## config.mk

```make
export PLATFORM = sky130hd
export DESIGN_NAME = pwm_duty_frequency_meter_top
export DESIGN_NICKNAME = d
export VERILOG_FILES = /design/src/rtl/pdfm_pkg.sv /design/src/rtl/pdfm_div.sv /design/src/rtl/pwm_duty_frequency_meter_top.sv
export VERILOG_INCLUDE_DIRS = /design/src /design/src/rtl
export SDC_FILE = /design/constraint.sdc
export NUM_CORES = 1
export LEC_CHECK = 0
export BUFFER_PORTS_ARGS = -buffer_cell sky130_fd_sc_hd__buf_2
export CORE_MARGIN = 1
export CORE_UTILIZATION = 25
export DETAILED_ROUTE_END_ITERATION = 8
export PLACE_DENSITY_LB_ADDON = 0.2
export SYNTH_ARGS = -nofsm -noshare
export SYNTH_HDL_FRONTEND = slang
export SYNTH_SLANG_ARGS = --single-unit
```

## constraint.sdc

```tcl
create_clock -name i_clk -period 12.45 [get_ports i_clk]
set_input_delay 1.8675 -clock i_clk [delete_from_list [all_inputs] [get_ports i_clk]]
set_output_delay 1.8675 -clock i_clk [all_outputs]
set_load 0.03 [all_outputs]
```

## src/rtl/pwm_duty_frequency_meter_top_macros.svh

```systemverilog
// Assertion macros for the PWM duty/frequency meter.
// Included by pwm_duty_frequency_meter_top.sv; no other dependencies.
`ifndef PWM_DUTY_FREQUENCY_METER_TOP_MACROS_SVH
`define PWM_DUTY_FREQUENCY_METER_TOP_MACROS_SVH

// Same-cycle implication, disabled while in reset.
`define PDFM_ASSERT_NOW(label, clk, rst_n, ante, cons, msg) \
    label: assert property (@(posedge clk) disable iff (!(rst_n)) (ante) |-> (cons)) \
        else $error(msg);

// Next-cycle implication, disabled while in reset.
`define PDFM_ASSERT_NEXT(label, clk, rst_n, ante, cons, msg) \
    label: assert property (@(posedge clk) disable iff (!(rst_n)) (ante) |=> (cons)) \
        else $error(msg);

`endif

```

## src/rtl/pdfm_pkg.sv

```systemverilog
// Shared types and constants for the PWM duty/frequency meter.
// No dependencies; imported by pdfm_div and pwm_duty_frequency_meter_top.
package pdfm_pkg;

    localparam int TIME_W    = 16;
    localparam int TICK_W    = 27;
    localparam int DUTY_W    = 14;
    localparam int DIV_W     = 30;   // dividend width: 16b high ticks * 10000 < 2^30
    localparam int DIV_CNT_W = $clog2(DIV_W + 1);

    localparam logic [DUTY_W-1:0] DUTY_FULL  = DUTY_W'(10000);
    localparam logic [TICK_W-1:0] TICK_RESET = TICK_W'(1000000);

    typedef enum logic [1:0] {
        PH_RISE1 = 2'd0,
        PH_FALL  = 2'd1,
        PH_RISE2 = 2'd2
    } t_phase;

    typedef enum logic [2:0] {
        ST_IDLE,
        ST_MUL,
        ST_DUTY,
        ST_DUTY_WAIT,
        ST_FREQ,
        ST_FREQ_WAIT
    } t_state;

    typedef struct packed {
        logic               start;
        logic [DIV_W-1:0]   dividend;
        logic [TIME_W-1:0]  divisor;
    } t_div_req;

    typedef struct packed {
        logic               done;
        logic [DIV_W-1:0]   quotient;
    } t_div_rsp;

endpackage

```

## src/rtl/pdfm_div.sv

```systemverilog
// Radix-2 restoring divider, one quotient bit per cycle, shared by duty and frequency.
// Depends on pdfm_pkg (widths and request/response structs).
module pdfm_div
    import pdfm_pkg::*;
(
    input  logic     i_clk,
    input  logic     i_rst_n,
    input  t_div_req i_req,
    output t_div_rsp o_rsp
);

    logic                 r_busy, n_busy;
    logic                 r_done, n_done;
    logic [DIV_CNT_W-1:0] r_cnt, n_cnt;
    logic [DIV_W-1:0]     r_quo, n_quo;
    logic [TIME_W-1:0]    r_rem, n_rem;
    logic [TIME_W-1:0]    r_div, n_div;

    logic [TIME_W:0]      partial;
    logic [TIME_W+1:0]    trial;
    logic                 borrow;

    // partial remainder always below the divisor, so 17 bits hold the shifted value
    assign partial = {r_rem, r_quo[DIV_W-1]};
    assign trial   = {1'b0, partial} - {2'b00, r_div};
    assign borrow  = trial[TIME_W+1];

    always_comb begin
        n_busy = r_busy;
        n_done = 1'b0;
        n_cnt  = r_cnt;
        n_quo  = r_quo;
        n_rem  = r_rem;
        n_div  = r_div;
        if (i_req.start) begin
            n_busy = 1'b1;
            n_cnt  = DIV_CNT_W'(DIV_W);
            n_quo  = i_req.dividend;
            n_rem  = '0;
            n_div  = i_req.divisor;
        end else if (r_busy) begin
            n_rem = borrow ? partial[TIME_W-1:0] : trial[TIME_W-1:0];
            n_quo = {r_quo[DIV_W-2:0], ~borrow};
            n_cnt = r_cnt - DIV_CNT_W'(1);
            if (r_cnt == DIV_CNT_W'(1)) begin
                n_busy = 1'b0;
                n_done = 1'b1;
            end
        end
    end

    always_ff @(posedge i_clk) begin
        if (!i_rst_n) begin
            r_busy <= 1'b0;
            r_done <= 1'b0;
            r_cnt  <= '0;
        end else begin
            r_busy <= n_busy;
            r_done <= n_done;
            r_cnt  <= n_cnt;
        end
        r_quo <= n_quo;
        r_rem <= n_rem;
        r_div <= n_div;
    end

    assign o_rsp.done     = r_done;
    assign o_rsp.quotient = r_quo;

endmodule

```

## src/rtl/pwm_duty_frequency_meter_top.sv

```systemverilog
// PWM duty/frequency meter. Each input transaction is one captured counter value at the
// armed edge (rise, fall, rise). Rise and fall edges load their result into the output
// register at the accepting edge. The second rise of a measurement with a nonzero period
// runs a multiply state, then two 30-step passes of the shared restoring divider (duty,
// then frequency), each with one launch state and one wait state that takes its quotient
// (the last one loads the result). A high width not below the period saturates the duty
// and skips its pass; a zero period loads its result at the accepting edge. Input ready
// is low while the sequencer runs and while an unaccepted result would be overwritten.
// Depends on pdfm_pkg, pdfm_div and pwm_duty_frequency_meter_top_macros.svh.
`include "pwm_duty_frequency_meter_top_macros.svh"

module pwm_duty_frequency_meter_top
    import pdfm_pkg::*;
#(
    parameter int COUNTER_BITS = 16
) (
    input  logic               i_clk,
    input  logic               i_rst_n,
    input  logic               i_cfg_we,
    input  logic [TICK_W-1:0]  i_cfg_data,
    input  logic               i_in_valid,
    output logic               o_in_ready,
    input  logic [TIME_W-1:0]  i_capture_time,
    output logic               o_out_valid,
    input  logic               i_out_ready,
    output logic               o_armed_edge,
    output logic               o_measure_done,
    output logic [TIME_W-1:0]  o_high_ticks,
    output logic [TIME_W-1:0]  o_period_ticks,
    output logic [DUTY_W-1:0]  o_duty_hundredths,
    output logic [TICK_W-1:0]  o_frequency_hz,
    output logic               o_zero_period
);

    localparam int CapW = (COUNTER_BITS < TIME_W) ? COUNTER_BITS : TIME_W;

    t_state             r_state, n_state;
    t_phase             r_phase, n_phase;
    logic [CapW-1:0]    r_first_rise, n_first_rise;
    logic [TIME_W-1:0]  r_high_width, n_high_width;
    logic [TIME_W-1:0]  r_hi, n_hi;
    logic [TIME_W-1:0]  r_per, n_per;
    logic [DIV_W-1:0]   r_prod, n_prod;
    logic [DUTY_W-1:0]  r_duty, n_duty;
    logic [TICK_W-1:0]  r_tick_rate;

    logic               r_out_valid, n_out_valid;
    logic               r_o_armed, n_o_armed;
    logic               r_o_done, n_o_done;
    logic [TIME_W-1:0]  r_o_hi, n_o_hi;
    logic [TIME_W-1:0]  r_o_per, n_o_per;
    logic [DUTY_W-1:0]  r_o_duty, n_o_duty;
    logic [TICK_W-1:0]  r_o_freq, n_o_freq;
    logic               r_o_zp, n_o_zp;

    logic               in_accept;
    logic               out_load;
    logic [CapW-1:0]    now_w;
    logic [CapW-1:0]    diff_w;
    logic [TIME_W-1:0]  diff16;
    t_div_req           div_req;
    t_div_rsp           div_rsp;

    pdfm_div u_div (
        .i_clk   (i_clk),
        .i_rst_n (i_rst_n),
        .i_req   (div_req),
        .o_rsp   (div_rsp)
    );

    assign o_in_ready = (r_state == ST_IDLE) && (!r_out_valid || i_out_ready);
    assign in_accept  = i_in_valid && o_in_ready;

    // differences wrap at the counter width
    assign now_w  = i_capture_time[CapW-1:0];
    assign diff_w = now_w - r_first_rise;
    assign diff16 = TIME_W'(diff_w);

    always_comb begin
        n_state      = r_state;
        n_phase      = r_phase;
        n_first_rise = r_first_rise;
        n_high_width = r_high_width;
        n_hi         = r_hi;
        n_per        = r_per;
        n_prod       = r_prod;
        n_duty       = r_duty;
        out_load     = 1'b0;
        n_o_armed    = r_o_armed;
        n_o_done     = r_o_done;
        n_o_hi       = r_o_hi;
        n_o_per      = r_o_per;
        n_o_duty     = r_o_duty;
        n_o_freq     = r_o_freq;
        n_o_zp       = r_o_zp;
        div_req.start    = 1'b0;
        div_req.dividend = (r_state == ST_DUTY) ? r_prod : DIV_W'(r_tick_rate);
        div_req.divisor  = r_per;

        unique case (r_state)
            ST_IDLE: begin
                if (in_accept) begin
                    unique case (r_phase)
                        PH_FALL: begin
                            n_high_width = diff16;
                            n_phase      = PH_RISE2;
                            out_load     = 1'b1;
                            n_o_armed    = 1'b0;
                            n_o_done     = 1'b0;
                            n_o_hi       = '0;
                            n_o_per      = '0;
                            n_o_duty     = '0;
                            n_o_freq     = '0;
                            n_o_zp       = 1'b0;
                        end
                        PH_RISE2: begin
                            n_phase = PH_RISE1;
                            n_hi    = r_high_width;
                            n_per   = diff16;
                            if (diff16 == '0) begin
                                out_load  = 1'b1;
                                n_o_armed = 1'b0;
                                n_o_done  = 1'b1;
                                n_o_hi    = r_high_width;
                                n_o_per   = '0;
                                n_o_duty  = '0;
                                n_o_freq  = '0;
                                n_o_zp    = 1'b1;
                            end else begin
                                n_state = ST_MUL;
                            end
                        end
                        default: begin
                            // first rise; the unused phase code behaves the same
                            n_first_rise = now_w;
                            n_phase      = PH_FALL;
                            out_load     = 1'b1;
                            n_o_armed    = 1'b1;
                            n_o_done     = 1'b0;
                            n_o_hi       = '0;
                            n_o_per      = '0;
                            n_o_duty     = '0;
                            n_o_freq     = '0;
                            n_o_zp       = 1'b0;
                        end
                    endcase
                end
            end
            ST_MUL: begin
                n_prod = DIV_W'(r_hi) * DIV_W'(DUTY_FULL);
                // high >= period means quotient >= 10000: saturate, skip the duty divide
                if (r_hi >= r_per) begin
                    n_duty  = DUTY_FULL;
                    n_state = ST_FREQ;
                end else begin
                    n_state = ST_DUTY;
                end
            end
            ST_DUTY: begin
                div_req.start = 1'b1;
                n_state       = ST_DUTY_WAIT;
            end
            ST_DUTY_WAIT: begin
                if (div_rsp.done) begin
                    n_duty  = div_rsp.quotient[DUTY_W-1:0];
                    n_state = ST_FREQ;
                end
            end
            ST_FREQ: begin
                div_req.start = 1'b1;
                n_state       = ST_FREQ_WAIT;
            end
            ST_FREQ_WAIT: begin
                if (div_rsp.done) begin
                    out_load  = 1'b1;
                    n_o_armed = 1'b0;
                    n_o_done  = 1'b1;
                    n_o_hi    = r_hi;
                    n_o_per   = r_per;
                    n_o_duty  = r_duty;
                    n_o_freq  = div_rsp.quotient[TICK_W-1:0];
                    n_o_zp    = 1'b0;
                    n_state   = ST_IDLE;
                end
            end
            default: begin
                n_state = ST_IDLE;
            end
        endcase

        n_out_valid = out_load ? 1'b1 : (r_out_valid && !i_out_ready);
    end

    always_ff @(posedge i_clk) begin
        if (!i_rst_n) begin
            r_state      <= ST_IDLE;
            r_phase      <= PH_RISE1;
            r_first_rise <= '0;
            r_high_width <= '0;
            r_out_valid  <= 1'b0;
            r_tick_rate  <= TICK_RESET;
        end else begin
            r_state      <= n_state;
            r_phase      <= n_phase;
            r_first_rise <= n_first_rise;
            r_high_width <= n_high_width;
            r_out_valid  <= n_out_valid;
            if (i_cfg_we) begin
                r_tick_rate <= i_cfg_data;
            end
        end
        r_hi      <= n_hi;
        r_per     <= n_per;
        r_prod    <= n_prod;
        r_duty    <= n_duty;
        r_o_armed <= n_o_armed;
        r_o_done  <= n_o_done;
        r_o_hi    <= n_o_hi;
        r_o_per   <= n_o_per;
        r_o_duty  <= n_o_duty;
        r_o_freq  <= n_o_freq;
        r_o_zp    <= n_o_zp;
    end

    assign o_out_valid       = r_out_valid;
    assign o_armed_edge      = r_o_armed;
    assign o_measure_done    = r_o_done;
    assign o_high_ticks      = r_o_hi;
    assign o_period_ticks    = r_o_per;
    assign o_duty_hundredths = r_o_duty;
    assign o_frequency_hz    = r_o_freq;
    assign o_zero_period     = r_o_zp;

    `PDFM_ASSERT_NOW(a_busy_not_ready, i_clk, i_rst_n,
        r_state != ST_IDLE, !o_in_ready, "ready while sequencer busy")
    `PDFM_ASSERT_NOW(a_finish_slot_free, i_clk, i_rst_n,
        (r_state == ST_FREQ_WAIT) && div_rsp.done, !r_out_valid,
        "result register occupied at measurement finish")
    `PDFM_ASSERT_NEXT(a_long_path_start, i_clk, i_rst_n,
        in_accept && (r_phase == PH_RISE2) && (diff16 != '0), r_state == ST_MUL,
        "nonzero period did not start the multiply")
    `PDFM_ASSERT_NOW(a_zero_period_out, i_clk, i_rst_n,
        o_out_valid && o_zero_period,
        (o_duty_hundredths == '0) && (o_frequency_hz == '0) && o_measure_done,
        "zero period result carries duty or frequency")

endmodule
```

# Word-level counts from Yosys, hierarchy flattened
# Index checks and enable logic that the tools add are counted.
dict set report classes {
  n_addsub 3
  multipliers 1
  magnitude_cmp 1
  n_eq_ne 15
  mux 59
  n_bitwise 4
  n_reduce_logical 22
}
# operator n
set ops {}
lappend ops {{two-way mux 16 bit} 9}
lappend ops {{two-way mux 27 bit} 4}
lappend ops {{two-way mux 30 bit} 3}
lappend ops {{two-way mux 14 bit} 6}
lappend ops {{case mux 16 bit (2 select lines)} 2}
lappend ops {{case mux 14 bit (2 select lines)} 2}
lappend ops {{case mux 27 bit (2 select lines)} 1}
lappend ops {{multiplier 16 x 10 -> 26 bit, second input constant} 1}
lappend ops {{two-way mux 3 bit} 6}
lappend ops {{case mux 3 bit (6 select lines)} 1}
lappend ops {{subtractor 17 x 16 -> 18 bit} 1}
lappend ops {{two-way mux 1 bit} 17}
lappend ops {{greater-or-equal comparator 16 bit} 1}
lappend ops {{zero test 16 bit} 1}
lappend ops {{subtractor 16 bit} 1}
lappend ops {{AND reduction 3 bit} 4}
lappend ops {{two-way mux 5 bit} 2}
lappend ops {{case mux 1 bit (2 select lines)} 5}
lappend ops {{== test 3 x 2 -> 1 bit, second input constant} 2}
lappend ops {{== test 3 bit, second input constant} 2}
lappend ops {{inequality test 2 x 1 -> 1 bit, second input constant} 3}
lappend ops {{inequality test 2 bit, second input constant} 3}
lappend ops {{nonzero test 2 bit} 3}
lappend ops {{OR reduction 2 bit} 3}
lappend ops {{other kinds (16)} 22}
dict set report totals {
  register_bits 282
  inputBits 48
  output_inout_bits 78
  word_cells 129
}

# Logic depth before layout (Yosys ltp)
# Gate-level depths: netlist of the first run.
dict set report depth {
  word_depth 7
  ltp_mapped 20
}

# Hierarchy
# A second synthesis of the first run with hierarchy kept.
dict set report hier_totals {
  cells_unflattened 1445
  hier_area_um2 15710.1
}
# mod n_inst cells_per_inst area_each_um2 seq_area_each_um2
set modules_own_cells {}
lappend modules_own_cells {pwm_duty_frequency_meter_top 1 1109 11933.9 5745.5}
lappend modules_own_cells {pdfm_div 1 336 3776.1 1841.8}

# Worst setup path after synthesis of the first run
# OpenSTA, ideal clock, no wires.
dict set report synth_path {
  path_type {in2reg}
  from {in i_capture_time[0]}
  to {reg r_o_armed (netlist: o_armed_edge), enable pin}
  setup_time_ns 0.556
  arrival_time_ns 8.605
  t_required_ns 11.894
  setup_slack_ns 3.289
  path_stages 11
  n_path_buf 0
  cell_sequence {inv_1 -> ha_1 -> fa_1 -> nand2b_1 -> a21oi_1 -> xor2_1 -> or4_1 -> or4_1 -> or4b_1 -> or4_4 -> a31oi_1}
}
dict set report synth_between {
  elab_chain_len 4
}
# item line_no
set synth_rtl {}
lappend synth_rtl {{from (decl)} pwm_duty_frequency_meter_top.sv:23} ;# input logic [TIME_W-1:0] i_capture_time,
lappend synth_rtl {{subtractor 16 bit} pwm_duty_frequency_meter_top.sv:76} ;# assign diff_w = now_w - r_first_rise;
lappend synth_rtl {{via diff16[4]} pwm_duty_frequency_meter_top.sv:60} ;# logic [TIME_W-1:0] diff16;
lappend synth_rtl {{zero test 16 bit} pwm_duty_frequency_meter_top.sv:120} ;# if (diff16 == '0) begin
lappend synth_rtl {{inequality test 3 bit (no line)} n/a}
lappend synth_rtl {{AND reduction 4 bit (no line)} n/a}
lappend synth_rtl {{to (signal assigned)} pwm_duty_frequency_meter_top.sv:216} ;# r_o_armed <= n_o_armed;
lappend synth_rtl {{to (decl)} pwm_duty_frequency_meter_top.sv:48} ;# logic r_o_armed, n_o_armed;
# The timed path passes the listed nets, and every way through them passes these cells.
# A chain may end at the register's enable or synchronous reset.

# Worst setup path in the final report of the first run
dict set report layout_path {
  from {in i_capture_time[0]}
  to {reg r_o_duty[8] (netlist: o_duty_hundredths[8]), enable pin}
}
dict set report layout_between {
  elab_chain_len 4
}
# item line_no
set layout_rtl {}
lappend layout_rtl {{subtractor 16 bit} pwm_duty_frequency_meter_top.sv:76}
lappend layout_rtl {{via diff16[4]} pwm_duty_frequency_meter_top.sv:60}
lappend layout_rtl {{zero test 16 bit} pwm_duty_frequency_meter_top.sv:120}
lappend layout_rtl {{inequality test 3 bit (no line)} n/a}
lappend layout_rtl {{AND reduction 4 bit (no line)} n/a}
lappend layout_rtl {{to (signal assigned)} pwm_duty_frequency_meter_top.sv:220} ;# r_o_duty <= n_o_duty;
lappend layout_rtl {{to (decl)} pwm_duty_frequency_meter_top.sv:52} ;# logic [DUTY_W-1:0] r_o_duty, n_o_duty;
# The timed path passes the listed nets, and every way through them passes these cells.

==> flow_metrics.env, run 1 <==
export IMPL_r2r_slack_ns=6.99
export IMPL_final_nets=1736
export IMPL_met3_length_mm=1.475
export IMPL_fin_setup_tns_ns=0
export IMPL_highest_attainable_clock_frequency_ghz=0.1573
export IMPL_worst_clock_skew_ns=0.01994
export IMPL_synthFlopType="sky130_fd_sc_hd__edfxtp_1"
export IMPL_cts_hold_fix_buffers=0
export IMPL_timing_critical_path_slowest_cell_delay_ns=0.77
export IMPL_fin_total_pwr_mw=2.777
export IMPL_stdcell_area_um2=17900
export IMPL_drt_antenna_violating_nets=0
export IMPL_timing_rr_end="r_prod[28]"
export IMPL_cts_root_buf="sky130_fd_sc_hd__clkbuf_16"
export IMPL_utilization=0.2966
export IMPL_worst_endpoint_arrival_ns=6.52
export IMPL_initial_standard_cell_utilization_of_the_core=0.2531
export IMPL_tightest_slew_ns=1.099
export IMPL_ys_async_sr_fraction=0
export IMPL_wire_length_of_the_first_global_routing_pass_mm=58.52
export IMPL_layoutNonFillerInstCount=2337
export IMPL_place_worst_setup_slack_ns=5.494
export IMPL_worstSetupPathType="in -> reg"
export IMPL_area_growth_pct=17.19
export IMPL_gr_usage_all_layers=0.1204
export IMPL_worst_path_most_repeated_cell="sky130_fd_sc_hd__or4_1"
export IMPL_core_um2=60360
export IMPL_dr_max_layer_used="met4"
export IMPL_gr_total_overflow=0
export IMPL_grt_start_max_net_pins=77
export IMPL_timing_final_crit_share=0.5105
export IMPL_source_of_the_critical_timing_path="i_capture_time[0]"
export IMPL_clock_sinks=282
export IMPL_yosys_warnings=0
export IMPL_drive_gt1_frac=0.1357
export IMPL_dr_first_iter_drc_count=444
export IMPL_seq_area_frac_synth=0.4966
export IMPL_run_status="finished clean"
export IMPL_clk_path_buf_depth=3
export IMPL_ioPinCount=126
export IMPL_timing_critical_path_from_type="input port"
export IMPL_cap_viol_max_count=0
export IMPL_syn_cell_area_um2=15280
export IMPL_ys_seq_elements=282
export IMPL_synth_avg_cell_area_um2=10.80
export IMPL_io_buffers=125
export IMPL_grt_pass1_vias=10320
export IMPL_layout_filler_cells=6304
export IMPL_dr_total_vias=10080
export IMPL_place_hpwl_mm=27.67
export IMPL_cts_htree_levels=2
export IMPL_die_w_um=249.2
export IMPL_cts_tree="built"
export IMPL_finalHoldViolations=0
export IMPL_detail_route_drc_violations=0
export IMPL_final_setup_viol_count=0
export IMPL_maxSlewHeadroom=0.2627
export IMPL_synth_edf_count=194
export IMPL_timing_rr_start="r_hi[5]"
export IMPL_worst_slack_ns=6.094
export IMPL_syn_nets=1620
export IMPL_fp_dieArea_um2=62100
export IMPL_die_height_um=249.2
export IMPL_route_met2_wl_mm=17.53
export IMPL_cts_buffers_inserted=34
export IMPL_clkLatencyLatePin_ns=0.54
export IMPL_pwrdens_nw_per_um2=155.1
export IMPL_wirelength_met1_mm=17.56
export IMPL_power_static_leakage_nw=7.436
export IMPL_antenna_diode_count=0
export IMPL_final_common_cell="sky130_fd_sc_hd__edfxtp_1"
export IMPL_synthDistinctLibCells=67
export IMPL_whs_ns=0.4605
export IMPL_clk_transition_reported_paths_ns=0.06
export IMPL_avgViaCountPerCell=4.313
export IMPL_antenna_found_initial=1
export IMPL_layout_common_cells="194 x sky130_fd_sc_hd__edfxtp_1, 163 x sky130_fd_sc_hd__inv_1, 153 x sky130_fd_sc_hd__nand2_1"
export IMPL_critPathCaptureType="flip-flop"
export IMPL_dp_cells=2276
export IMPL_min_delay_path_class="reg -> reg"
export IMPL_core_rowCount=90
export IMPL_cts_setup_buffers=0
export IMPL_place_area_um2=16780
export IMPL_drt_first_pass_iters=4
export IMPL_postSynthCellCount=1414
export IMPL_path_max_fanout=59
export IMPL_drt_wl_total_mm=37.35
export IMPL_crit_end="o_duty_hundredths[8]"
export IMPL_timing_final_max_slew_violations=0
export IMPL_postCtsResizedCells=0
export IMPL_wl_per_cell_um=15.98
export IMPL_critical_path_cell_with_the_highest_stage_delay="sky130_fd_sc_hd__buf_4"
export IMPL_routabilityCongestion=0.8090
export IMPL_critical_path_cell_list="buf_2 > inv_1 > ha_1 > fa_1 > nand2b_1 > a21oi_1 > xor2_1 > or4_1 > or4_1 > or4b_1 > or4_4 > a31oi_4 > buf_4"
export IMPL_grt_setup_unrepaired="no"
export IMPL_worst_ep_required_time_ns=12.61
export IMPL_vdd_drop_max_mv=0.08688
export IMPL_ff2ff_path_depth=20
export IMPL_final_period_minus_worst_setup_slack_ns=6.356
-- how the worst min path moves through the flow --
stage                     slack, ns  cells after the start         endpoint             start
final                          0.46                      0         r_hi[11]  r_high_width[11]
after global routing           0.47                      0         r_hi[11]  r_high_width[11]
after CTS                      0.47                      0         r_hi[11]  r_high_width[11]
after detailed placement       0.45                      0         r_hi[11]  r_high_width[11]
after global placement         0.44                      0         r_hi[10]  r_high_width[10]
after floorplan                0.43                      0  u_div.r_div[10]         r_per[10]
-- power breakdown --
part	internal [mW]	switching, mW
Combinational	0.254	0.376
Clock	0.596	0.405
Sequential	1.10	0.0489
Total	1.95	0.830
-- cells by family after synthesis --
kind of cell             share of synthesized area
AO/OA/AOI/OAI                               0.1065
XOR/XNOR                                   0.02580
adder cells (fa/ha/maj)                     0.1476
buffers and inverters                      0.05626
flip-flops                                  0.4966
multiplexers                               0.03997
AND/OR/NAND/NOR                             0.1273
-- area by class of cell --
cell class	count	area (µm²)	share of cell area
multi-input cells	910	6879	0.3842
flip-flops and latches	282	7587	0.4238
well taps	782	978.4	0.05465
repair buffers	137	715.7	0.03997
clock inverters	16	147.6	0.008247
inverters	165	619.3	0.03459
clock buffers	45	975.9	0.05451
-- critical path, delay by kind of cell --
| kind | cells | cell delay [ns] |
|---|---|---|
| fa+ha+maj | 2 | 0.62 |
| buf+inv | 3 | 0.90 |
| xor+xnor | 1 | 0.13 |
| compound gates | 2 | 0.76 |
| simple gates | 5 | 2.16 |
-- state kept, by name (all words and copies together) (netlist names), 26 cells and up --
signal and flops:
o_frequency_hz 27, r_prod 26, u_div.r_quo 30, r_tick_rate 27
-- cells in the mapped netlist, drive strengths merged, types with 5 or more instances --
library cell  count  area share
edfxtp          194        0.38
inv             164       0.040
nand2           154       0.038
ha              121       0.099
dfxtp            88        0.12
o21ai            87       0.029
mux2i            61       0.040
and2             55       0.023
a21oi            50       0.017
clkbuf           50       0.013
nor2             44       0.011
fa               37       0.048
nor2b            34       0.014
a21boi           33       0.016
nor3             30      0.0098
xnor2            29       0.017
a21o             19      0.0093
xor2             16      0.0092
nand2b           13      0.0053
nand3            11      0.0036
a211oi            9      0.0044
a22o              9      0.0052
and3              9      0.0037
buf               7      0.0028
o21a              7      0.0034
a31oi             6      0.0025
nand4             6      0.0025
nor3b             6      0.0029
or3               6      0.0025
or4               6      0.0032
nor4              5      0.0020
o211a             5      0.0033
-- metal layers --
metal,vias to the layer above,global-route usage
met5,-,0
li1,5130,-
met1,4734,0.1586
met3,57,0.02100
met2,159,0.2003
met4,0,0.03651
No activity file was read; power rests on OpenSTA's default activity.
==> inputs of run 2 (changes only) <==
==> constraint.sdc (replaced) <==
create_clock -name i_clk -period 6.1 [get_ports i_clk]
set_input_delay 0.915 -clock i_clk [delete_from_list [all_inputs] [get_ports i_clk]]
set_output_delay 0.915 -clock i_clk [all_outputs]
set_load 0.03 [all_outputs]
==> run 2 against run 1 <==
Effect of this change:
- non-clock buffer count up 7
- sequential power increased by 100%
- wire length grew 3.1%
- clock-buffer cell count is 2 lower
- register-to-register slack got worse by 6.1 ns
==> flow_metrics.env, run 2 (same netlist as run 1, synthesis figures left out) <==
export IMPL_drt_first_pass_iters=4
export IMPL_timing_critical_path_from_type="flip-flop"
export IMPL_cts_tree="built"
export IMPL_final_setup_viol_count=0
export IMPL_vdd_drop_max_mv=0.1807
export IMPL_io_buffers=125
export IMPL_dr_first_iter_drc_count=314
export IMPL_worstSetupPathType="reg -> reg"
export IMPL_cap_viol_max_count=0
export IMPL_worst_clock_skew_ns=0.03959
export IMPL_grt_pass1_vias=10550
export IMPL_avgViaCountPerCell=4.358
export IMPL_die_w_um=249.2
export IMPL_place_hpwl_mm=28.25
export IMPL_pwrdens_nw_per_um2=321.4
export IMPL_clk_transition_reported_paths_ns=0.07
export IMPL_final_common_cell="sky130_fd_sc_hd__edfxtp_1"
export IMPL_path_max_fanout=5
export IMPL_dr_total_vias=10240
export IMPL_highest_attainable_clock_frequency_ghz=0.1904
export IMPL_final_period_minus_worst_setup_slack_ns=5.252
export IMPL_drt_antenna_violating_nets=0
export IMPL_cts_root_buf="sky130_fd_sc_hd__clkbuf_16"
export IMPL_area_growth_pct=18.10
export IMPL_critPathCaptureType="flip-flop"
export IMPL_place_worst_setup_slack_ns=0.5875
export IMPL_timing_final_max_slew_violations=0
export IMPL_clock_sinks=282
export IMPL_max_flop_register="u_div.r_quo"
export IMPL_power_static_leakage_nw=7.526
export IMPL_worst_ep_required_time_ns=6.39
export IMPL_wl_per_cell_um=16.39
export IMPL_grt_setup_unrepaired="no"
export IMPL_clk_path_buf_depth=3
export IMPL_maxSlewHeadroom=0.3000
export IMPL_grt_start_max_net_pins=73
export IMPL_largest_register_ff_count=30
export IMPL_worst_endpoint_arrival_ns=5.54
export IMPL_postCtsResizedCells=0
export IMPL_cts_hold_fix_buffers=0
export IMPL_antenna_found_initial=0
export IMPL_wire_length_of_the_first_global_routing_pass_mm=60.62
export IMPL_whs_ns=0.4535
export IMPL_gr_usage_all_layers=0.1257
export IMPL_die_height_um=249.2
export IMPL_layout_filler_cells=6343
export IMPL_worst_slack_ns=0.8476
export IMPL_gr_total_overflow=0
export IMPL_final_nets=1745
export IMPL_core_rowCount=90
export IMPL_layout_common_cells="194 x sky130_fd_sc_hd__edfxtp_1, 164 x sky130_fd_sc_hd__inv_1, 153 x sky130_fd_sc_hd__nand2_1"
export IMPL_fin_setup_tns_ns=0
export IMPL_tightest_slew_ns=1.050
export IMPL_timing_final_crit_share=0.8611
export IMPL_detail_route_drc_violations=0
export IMPL_routabilityCongestion=0.8003
export IMPL_drive_gt1_frac=0.1404
export IMPL_drt_wl_total_mm=38.50
export IMPL_cts_setup_buffers=0
export IMPL_run_status="finished clean"
export IMPL_fp_dieArea_um2=62100
export IMPL_min_delay_path_class="reg -> reg"
export IMPL_finalHoldViolations=0
export IMPL_clkLatencyLatePin_ns=0.57
export IMPL_antenna_diode_count=0
export IMPL_cts_htree_levels=2
export IMPL_initial_standard_cell_utilization_of_the_core=0.2531
export IMPL_core_um2=60360
export IMPL_cts_buffers_inserted=36
export IMPL_ioPinCount=126
-- run 2: final cells by class --
cell class                 count  area, µm²  share of cell area
clock buffer                  43      947.2             0.05250
clock inverter                23      250.2             0.01387
inverter                     165      619.3             0.03433
multi-input combinational    910       6879              0.3813
sequential                   282       7587              0.4205
tap                          782      978.4             0.05423
timing repair buffer         144      780.7             0.04327
-- run 2: power by group --
group	switching [mW]	total [mW]	internal (mW)	leakage, nW
registers	0.0923	2.33	2.24	2.58
logic	0.785	1.31	0.527	4.36
clock network	0.866	2.16	1.29	0.583
total	1.74	5.80	4.06	7.53
-- run 2: stage by stage --
step | utilization | power (mW) | cells | cell area, µm²
final | 0.2989 | 5.800 | 2349 | 18040
after global routing | 0.2989 | 6.140 | 2349 | 18040
after CTS | 0.2989 | 5.902 | 2349 | 18040
after detailed placement | 0.2791 | 3.696 | 2283 | 16840
after global placement | 0.2791 | 3.685 | 2283 | 16840
after floorplan | - | 3.343 | 1414 | 15290
-- run 2: worst paths after layout --
check                  startpoint          to  slack (ns)  depth (start not counted)
hold reg to reg   r_high_width[0]     r_hi[0]        0.45                          0
setup / recovery          r_hi[4]  r_prod[28]        0.85                         20
setup reg to reg          r_hi[4]  r_prod[28]        0.85                         20
hold / removal    r_high_width[0]     r_hi[0]        0.45                          0
-- run 2: critical path: stages, from the launching register on --
cell                       delay [ns]
sky130_fd_sc_hd__edfxtp_1        0.49
sky130_fd_sc_hd__inv_1           0.17
sky130_fd_sc_hd__fa_1            0.55
sky130_fd_sc_hd__inv_1           0.04
sky130_fd_sc_hd__ha_1            0.26
sky130_fd_sc_hd__inv_1           0.05
sky130_fd_sc_hd__fa_1            0.52
sky130_fd_sc_hd__inv_1           0.04
sky130_fd_sc_hd__ha_1            0.26
sky130_fd_sc_hd__inv_1           0.05
sky130_fd_sc_hd__fa_1            0.50
sky130_fd_sc_hd__inv_1           0.04
sky130_fd_sc_hd__ha_1            0.34
sky130_fd_sc_hd__o21a_1          0.13
sky130_fd_sc_hd__o21ai_0         0.24
sky130_fd_sc_hd__o31ai_1         0.16
sky130_fd_sc_hd__o21ai_0         0.38
sky130_fd_sc_hd__o21ai_0         0.24
sky130_fd_sc_hd__a21bo_2         0.25
sky130_fd_sc_hd__a21oi_1         0.17
sky130_fd_sc_hd__xnor2_1         0.08
-- run 2: layer usage --
metal	global-route usage	share of wire
met1	0.1651	0.47
met2	0.2058	0.47
met3	0.02905	0.044
met4	0.03527	0.020
met5	0	0
==> inputs of run 3 (changes only) <==
--- a/config.mk
+++ b/config.mk
@@ -13,4 +13,5 @@
 export PLACE_DENSITY_LB_ADDON = 0.2
 export SYNTH_ARGS = -nofsm -noshare
 export SYNTH_HDL_FRONTEND = slang
+export SYNTH_HIERARCHICAL = 1
 export SYNTH_SLANG_ARGS = --single-unit
==> constraint.sdc (replaced) <==
create_clock -name i_clk -period 6.6 [get_ports i_clk]
set_input_delay 0.99 -clock i_clk [delete_from_list [all_inputs] [get_ports i_clk]]
set_output_delay 0.99 -clock i_clk [all_outputs]
set_load 0.03 [all_outputs]
==> run 3 against run 2 <==
Effect of this change:
- clock skew down 0.0061 ns
- sequential cell count unchanged
- non-clock buffer count down 11
- critical path type unchanged
- largest cell class unchanged
==> flow_metrics.env, run 3 <==
export IMPL_run_status="finished clean"
export IMPL_power_switching_mw=1.886
export IMPL_highest_attainable_clock_frequency_ghz=0.1980
export IMPL_critical_path_cell_with_the_highest_stage_delay="sky130_fd_sc_hd__fa_1"
export IMPL_dr_first_iter_drc_count=447
export IMPL_critPathCaptureType="flip-flop"
export IMPL_drt_antenna_violating_nets=0
export IMPL_synthXorXnorAreaFrac=0.02445
export IMPL_final_common_cell="sky130_fd_sc_hd__edfxtp_1"
export IMPL_worst_path_most_repeated_cell="sky130_fd_sc_hd__inv_1"
export IMPL_largest_register_ff_count=30
export IMPL_path_max_fanout=5
export IMPL_clk_path_buf_depth=3
export IMPL_max_flop_register="u_div/r_quo"
export IMPL_die_height_um=252.7
export IMPL_synth_simple_area_share=0.1255
export IMPL_cts_setup_buffers=0
export IMPL_final_setup_viol_count=0
export IMPL_gr_usage_all_layers=0.1225
export IMPL_area_growth_pct=17.34
export IMPL_grt_setup_unrepaired="no"
export IMPL_synth_mux_area_frac=0.05830
export IMPL_detail_route_drc_violations=0
export IMPL_layout_common_cells="194 x sky130_fd_sc_hd__edfxtp_1, 171 x sky130_fd_sc_hd__inv_1, 140 x sky130_fd_sc_hd__nand2_1"
export IMPL_worstSetupPathType="reg -> reg"
export IMPL_grt_start_max_net_pins=93
export IMPL_postCtsResizedCells=0
export IMPL_timing_final_crit_share=0.7651
export IMPL_place_hpwl_mm=28.42
export IMPL_cts_root_buf="sky130_fd_sc_hd__clkbuf_16"
export IMPL_antenna_found_initial=0
export IMPL_tightest_slew_ns=1.122
export IMPL_final_nets=1766
export IMPL_cts_hold_fix_buffers=0
export IMPL_core_rowCount=91
export IMPL_synth_avg_cell_area_um2=10.87
export IMPL_seq_area_frac_synth=0.4830
export IMPL_drive_gt1_frac=0.1725
export IMPL_fin_total_pwr_mw=5.837
export IMPL_layoutNonFillerInstCount=2425
export IMPL_p_sw_frac=0.3231
export IMPL_gr_total_overflow=0
export IMPL_synth_top_cells_by_area="sky130_fd_sc_hd__edfxtp_1 37%, sky130_fd_sc_hd__dfxtp_1 11%, sky130_fd_sc_hd__ha_1 9.6%, sky130_fd_sc_hd__fa_1 4.7%, sky130_fd_sc_hd__inv_1 4.1%"
export IMPL_clk_transition_reported_paths_ns=0.06
export IMPL_core_um2=61940
export IMPL_layout_filler_cells=6496
export IMPL_die_w_um=252.7
export IMPL_finalHoldViolations=0
export IMPL_initial_standard_cell_utilization_of_the_core=0.2536
export IMPL_cts_tree="built"
export IMPL_place_worst_setup_slack_ns=1.550
export IMPL_timing_critical_path_max_delay_family="adder cells"
export IMPL_place_area_um2=17210
export IMPL_combinationalPowerShare=0.275
export IMPL_dp_cells=2359
export IMPL_syn_nets=1651
export IMPL_io_buffers=125
export IMPL_fin_setup_tns_ns=0
export IMPL_worst_ep_required_time_ns=6.95
export IMPL_worst_slack_ns=1.550
export IMPL_timing_critical_path_slowest_cell_delay_ns=0.56
export IMPL_postSynthCellCount=1445
export IMPL_yosys_cell_count_top_type="sky130_fd_sc_hd__edfxtp_1"
export IMPL_ys_seq_elements=282
export IMPL_critPathBufInv=6
export IMPL_cap_viol_max_count=0
export IMPL_wire_length_of_the_first_global_routing_pass_mm=60.56
export IMPL_synthDistinctLibCells=82
export IMPL_cell_taking_the_most_area_after_synthesis="sky130_fd_sc_hd__edfxtp_1"
export IMPL_avgViaCountPerCell=4.302
export IMPL_worst_endpoint_arrival_ns=5.40
export IMPL_vdd_drop_max_mv=0.1308
export IMPL_antenna_diode_count=0
export IMPL_fp_dieArea_um2=63850
export IMPL_synth_edf_count=194
export IMPL_power_static_leakage_nw=7.566
export IMPL_yosys_warnings=6
export IMPL_utilization=0.2976
export IMPL_timing_critical_path_from_type="flip-flop"
export IMPL_internal_power_mw=3.951
export IMPL_cts_buffers_inserted=36
export IMPL_final_period_minus_worst_setup_slack_ns=5.050
export IMPL_min_delay_path_class="reg -> reg"
export IMPL_worst_clock_skew_ns=0.03350
export IMPL_wl_per_cell_um=16.15
export IMPL_synthFlopType="sky130_fd_sc_hd__edfxtp_1"
export IMPL_grt_pass1_vias=10510
export IMPL_drt_wl_total_mm=39.17
export IMPL_clkLatencyLatePin_ns=0.55
export IMPL_ys_async_sr_fraction=0
export IMPL_stdcell_area_um2=18430
export IMPL_dr_total_vias=10430
export IMPL_synthesized_area_fraction_occupied_by_ao_oa_aoi_and_oai_cells=0.1055
export IMPL_critical_path_cell_list="inv_1 > fa_1 > inv_1 > ha_1 > inv_1 > fa_1 > inv_1 > ha_1 > inv_1 > fa_1 > inv_1 > ha_1 > o21a_1 > and3_1 > a21boi_1 > a211oi_1 > o2111ai_1 > or4b_1 > o311ai_1"
export IMPL_largest_family_of_logic_cells_by_synthesized_area="adder cells"
export IMPL_cts_htree_levels=2
export IMPL_portion_of_total_power_attributed_to_the_clock_network=0.349
export IMPL_maxSlewHeadroom=0.2505
export IMPL_pwrdens_nw_per_um2=316.7
export IMPL_yosys_top_cells_count="194 x sky130_fd_sc_hd__edfxtp_1, 172 x sky130_fd_sc_hd__inv_1, 140 x sky130_fd_sc_hd__nand2_1, 121 x sky130_fd_sc_hd__ha_1, 88 x sky130_fd_sc_hd__dfxtp_1"
export IMPL_timing_final_max_slew_violations=0
export IMPL_synth_fa_ha_area_frac=0.1435
export IMPL_ioPinCount=126
export IMPL_syn_cell_area_um2=15710
export IMPL_p_seq_frac=0.377
export IMPL_synthDominantCellAreaShare=0.3708
export IMPL_routabilityCongestion=0.8207
export IMPL_clock_sinks=282
export IMPL_drt_first_pass_iters=5
export IMPL_whs_ns=0.4554
run 3: area by class of cell:
cell class / instances / area [µm²] / share of cell area
Clock buffer: 51 / 1052 / 0.05708
Clock inverter: 15 / 172.7 / 0.009367
Inverter: 172 / 645.6 / 0.03502
Multi-Input combinational cell: 935 / 7231 / 0.3922
Sequential cell: 282 / 7587 / 0.4116
Tap cell: 837 / 1047 / 0.05681
Timing Repair Buffer: 133 / 698.2 / 0.03787
run 3: worst paths after layout:
path	from	to	slack [ns]	depth (start not counted)
worst max-delay path	r_hi[4]	r_prod[26]	1.55	19
worst min-delay path	r_first_rise[4]	r_first_rise[4]	0.46	2
worst max register to register	r_hi[4]	r_prod[26]	1.55	19
worst min register to register	r_first_rise[4]	r_first_rise[4]	0.46	2
run 3: worst register-to-register path, cell delays in order, from the launching register on:
cell,delay [ns]
sky130_fd_sc_hd__edfxtp_1,0.49
sky130_fd_sc_hd__inv_1,0.17
sky130_fd_sc_hd__fa_1,0.56
sky130_fd_sc_hd__inv_1,0.04
sky130_fd_sc_hd__ha_1,0.26
sky130_fd_sc_hd__inv_1,0.05
sky130_fd_sc_hd__fa_1,0.53
sky130_fd_sc_hd__inv_1,0.04
sky130_fd_sc_hd__ha_1,0.27
sky130_fd_sc_hd__inv_1,0.05
sky130_fd_sc_hd__fa_1,0.50
sky130_fd_sc_hd__inv_1,0.04
sky130_fd_sc_hd__ha_1,0.33
sky130_fd_sc_hd__o21a_1,0.15
sky130_fd_sc_hd__and3_1,0.18
sky130_fd_sc_hd__a21boi_1,0.24
sky130_fd_sc_hd__a211oi_1,0.15
sky130_fd_sc_hd__o2111ai_1,0.24
sky130_fd_sc_hd__or4b_1,0.45
sky130_fd_sc_hd__o311ai_1,0.09
run 3: cells by family after synthesis:
kind of cell               count (synthesis)
and+or+nand+nor                          404
buffers and inverters                    228
xor gates and xnor gates                  43
muxes                                     85
AOI/OAI and AO/OA                        245
DFF                                      282
adders and majority gates                158
run 3: per-layer routing:
layer  wire [µm]  GRT usage  part of all wire  vias up
li1            -          -                 -     5239
met1       18780     0.1616              0.48     4980
met2       18000     0.2002              0.46      169
met3        1493    0.02358             0.038       44
met4         894    0.03948             0.023        0
met5           0          0                 0        -
run 3: power by group through the flow:
stage	clock [mW]	sequential (mW)	combinational, mW
after floorplan	0	2.28	1.18
after global placement	0	2.24	1.60
final	2.04	2.20	1.60
after global routing	2.17	2.22	1.80
after detailed placement	0	2.23	1.61
after CTS	2.12	2.20	1.62
